File: config.mk
export PLATFORM = sky130hd
export DESIGN_NAME = gfla_alog_mem
export DESIGN_NICKNAME = d
export VERILOG_FILES = /design/src/gfla_pkg.sv /design/src/gfla_alog_mem.sv
export SDC_FILE = /design/constraint.sdc
export NUM_CORES = 2
export LEC_CHECK = 0
export BUFFER_PORTS_ARGS = -buffer_cell sky130_fd_sc_hd__buf_2
export CAP_MARGIN = 10
export CORE_ASPECT_RATIO = 0.6
export CORE_UTILIZATION = 35
export CTS_BUF_LIST = sky130_fd_sc_hd__clkbuf_8
export DETAILED_ROUTE_END_ITERATION = 8
export HOLD_SLACK_MARGIN = 0.12
export SLEW_MARGIN = 20
export SYNTH_ARGS = -nofsm -noshare
export SYNTH_HDL_FRONTEND = slang
export SYNTH_SLANG_ARGS = --single-unit
File: constraint.sdc
create_clock -name clock -period 4.3 [get_ports clock]
set_clock_uncertainty 0.1 [all_clocks]
set_input_delay 0.43 -clock clock [delete_from_list [all_inputs] [get_ports clock]]
set_output_delay 0.43 -clock clock [all_outputs]
set_load 0.05 [all_outputs]
File: src/gfla_pkg.sv
// Shared definitions for the GF(2^8) log/antilog arithmetic unit.
// Holds command and register codes, reset values and the shift-and-xor multiply.
// No dependencies.
package gfla_pkg;

   localparam logic [1:0] CMD_BUILD  = 2'd0;
   localparam logic [1:0] CMD_TMUL   = 2'd1;
   localparam logic [1:0] CMD_TINV   = 2'd2;
   localparam logic [1:0] CMD_DMUL   = 2'd3;

   localparam logic [1:0] CSR_IDX_POLY = 2'd0;
   localparam logic [1:0] CSR_IDX_GEN  = 2'd1;

   localparam logic [7:0] POLY_RESET = 8'h1B;
   localparam logic [7:0] GEN_RESET  = 8'd3;

   // Multiplicative group order and the last index of the table walk.
   localparam logic [8:0] GROUP_ORDER = 9'd255;
   localparam logic [7:0] WALK_LAST   = 8'd254;

   typedef logic [7:0] elem_type;

   // Carry-less multiply with reduction; eight narrow dependent steps.
   function automatic elem_type field_mul(elem_type a, elem_type b, elem_type poly);
      elem_type acc;
      elem_type x;
      acc = '0;
      x   = a;
      for (int k = 0; k < 8; k++) begin
         if (b[k]) begin
            acc = acc ^ x;
         end
         if (x[7]) begin
            x = {x[6:0], 1'b0} ^ poly;
         end else begin
            x = {x[6:0], 1'b0};
         end
      end
      return acc;
   endfunction

endpackage

File: src/gfla_alog_mem.sv
// Antilog store: 255 x 8 synchronous memory, one registered read port, one write port.
// A build writes every entry before any read, so one fill flag replaces valid bits.
// Depends on gfla_pkg.
module gfla_alog_mem
   import gfla_pkg::*;
(
   input  logic     clock,
   input  logic     reset,
   input  logic     rd_en,
   input  elem_type rd_addr,
   output elem_type rd_data,
   input  logic     wr_en,
   input  elem_type wr_addr,
   input  elem_type wr_data
);

   elem_type mem [0:254];
   elem_type rd_ff;
   logic     filled_ff;
   logic     filled_in;

   always_ff @(posedge clock) begin
      if (wr_en) begin
         mem[wr_addr] <= wr_data;
      end
      if (rd_en) begin
         rd_ff <= mem[rd_addr];
      end
   end

   assign filled_in = filled_ff | wr_en;

   always_ff @(posedge clock) begin
      if (reset) begin
         filled_ff <= 1'b0;
      end else begin
         filled_ff <= filled_in;
      end
   end

   assign rd_data = filled_ff ? rd_ff : '0;

endmodule

==> metrics.cfg <==
[global_route]
antenna_found_initial = 20
grt_pass1_vias = 41800
grt_busiest_layer = met1
grt_usage_pct = 19.6
gr-total-overflow = 0
grt_start_max_net_pins = 116
grt_use_met2_pct = 25.1
grt_pass1_wl_um = 326000
use_met3_pct = 6.87
grt_use_met1_pct = 31.2

[synth]
syn-num-nets = 4152
synth_ff_type = edfxtp_1
synthXorXnorAreaFrac_pct = 0
synth_top_family_by_area = multiplexers
synth_mux_area_share_pct = 14.3
syn_area_per_cell_um2 = 19.5
ys_seq_area_share_pct = 76.3
netlist_area_um2 = 80600
yosys-top-cells-area = edfxtp_1 76%, mux4_2 9.3%, mux2i_1 4.9%
synth_edf_count = 2048
synth_top_area_share_pct = 76.3
synthSimpleGateAreaFrac_pct = 3.07
synth_top_cell_by_area = edfxtp_1
synthAdderAreaFrac_pct = 0
synth_common_cells = 2,048 x edfxtp_1, 394 x mux2i_1, 334 x mux4_2, 325 x nor2_1, 120 x clkbuf_1
synth-compound-area-share_pct = 4.24
yosysMostFrequentCell = edfxtp_1
ys_ff_latch = 2049
synth_cell_types = 70
postSynthCellCount = 4124
yosys_warnings = 0
async_flop_share_pct = 0

[clock_network]
clk_path_buf_depth = 4
cts.sinks = 2049
cts_root_buffer = clkbuf_8
numCtsBuffers = 288
cts_tree = done
clock_latency_ns = 0.91
htreeDepth = 5
postCtsSetupBuffers = 0
cts.clk_slew.worst_paths_ns = 0.07

[worst_hold_path]
min_from = wr_data[0]
hp-class = input pin to register

[worst_setup_path]
rr_startpoint = mem[103][4]
reg2reg_depth = 8
r2r-end = rd_ff[4]
crit_type = input pin to register
cp.arrival_ns = 3.78
cp.required_ns = 4.98
end_kind = register
startpoint = rd_addr[2]
crit_path_end = rd_ff[0]
crit_path_start_kind = input pin
reg2reg_slack_ns = 1.33
critPathMaxFanout = 37

[route]
drt_iter0_markers = 6518
via_per_inst = 5.69
dr.pass1.iters = 8
drt-total-wl_um = 232000
wire_per_inst_um = 30.1
drcViolationCount = 3
routed-via-count = 43800
antenna_left = 0

[die]
row_count = 136
die_area_um2 = 232000
ioPinCount = 36
die_h_um = 374
core-area_um2 = 229000
fp.dieW_um = 622
initial_core_util_pct = 35.2

[final_layout]
layout-drive-gt1-share_pct = 21.5
fin_area_um2 = 90900
layout.nets = 4497
final_util_pct = 39.7
syn2layout_area_growth_pct = 12.7

[pwr]
intPower_uw = 29500
p_comb_share_pct = 6.3
p_leak_uw = 0.0291
swShare_pct = 23.6
vdd.ir_drop.worst_mv = 0.297
switchingPower_uw = 9110
power_density_nw_per_um2 = 425
pwr-share-seq_pct = 57.1
clockPowerShare_pct = 36.6

[place]
place_worst_setup_slack_ns = 0.409
placed_cell_area_um2 = 85700
port_buffers = 35
dp.final_hpwl_um = 148000
place_congestion = 0.878

[sta]
totalNegativeSetupSlack_ns = 0
min_period_over_period_pct = 72.2
min_period_ns = 3.11
report.final.slew_viol_count = 0
holdWs_ns = 0.171
worst_slack_ns = 1.19
hold_violations = 0
max_clock_freq_ghz = 0.322
tightestPinTransition_ns = 1.15
max_slew_margin_pct = 23.1
rsz0062_at_grt = false
setup_viol = 0

[outcome]
status = finished, violations left
violations = design-rule violations

[flow_run]
drv_cap = 0

-- area by class of cell --
type | count | area (um^2)
well taps | 3036 | 3800
clock buffers | 299 | 4120
flip-flops and latches | 2049 | 61500
diodes | 7 | 17.5
inverters | 5 | 23.8
repair buffers | 319 | 3030
fillers | 20500 | 138000
multi-input cells | 1806 | 17500
clock inverters | 187 | 910
-- registers in the layout, indices dropped and copies added (netlist names) --
signal,count
filled_ff,1
rd_ff,8
mem,2040
-- power groups by stage --
stage / clock network (uW) / registers [uW] / logic, uW
2_1_floorplan: 0 / 22500 / 1200
3_3_place_gp: 0 / 22500 / 2370
3_5_place_dp: 0 / 22500 / 2390
4_1_cts: 14300 / 22000 / 2400
5_1_grt: 15200 / 22000 / 2530
6_report: 14100 / 22000 / 2440
-- routing by layer --
layer  vias to the layer above  wire (um)
met4                         8       4260
met5                         -        341
met2                      2777      91200
li1                      17700          -
met3                       317      32100
met1                     23000     104000
-- per-stage QoR --
step                cells  total power, uW
floorplan            4124            23700
global placement     7203            24800
detailed placement   7203            24900
CTS                  7701            38700
global route         7705            39700
finish               7708            38600
-- critical path, cell delays in order --
cell and delay (ns):
buf_6 0.35, nand2_4 0.42, buf_4 0.38, o22ai_1 0.15
nor2_1 0.06, o21ai_1 0.62, o21ai_0 0.47, a2111oi_0 0.44
buf_4 0.21, a32o_1 0.16
-- cell families after synthesis --
kind of cell	after synthesis
buffers and inverters	269
and+or+nand+nor	582
muxes	734
DFF	2049
AOI/OAI and AO/OA	490
-- how the worst min path moves through the flow --
stage	endpoint	slack, ns	cells past startpoint
detailed placement	filled_ff	0.50	2
global placement	filled_ff	0.49	2
finish	mem[215][0]	0.17	1
global route	mem[215][0]	0.17	1
floorplan	filled_ff	0.40	1
CTS	rd_ff[3]	0.16	4
-- layout by cell type, fill, tap and decap left out, types with 90 or more instances in the layout --
| cell | synthesis | routed |
|---|---|---|
| inv_1 | 2 | 90 |
| clkbuf_8 | 0 | 307 |
| o221ai_1 | 116 | 116 |
| edfxtp_1 | 2048 | 2048 |
| nand2_1 | 116 | 115 |
| nor2_1 | 325 | 324 |
| mux4_2 | 334 | 334 |
| buf_4 | 7 | 226 |
| o22ai_1 | 109 | 109 |
| mux2i_1 | 394 | 394 |
-- timing repair --
item,in CTS,in global routing
endpoints found under the hold margin,375,0
hold buffers,12,0
gates resized for setup,0,0
Note: power is estimated with default switching activity, not from simulation.
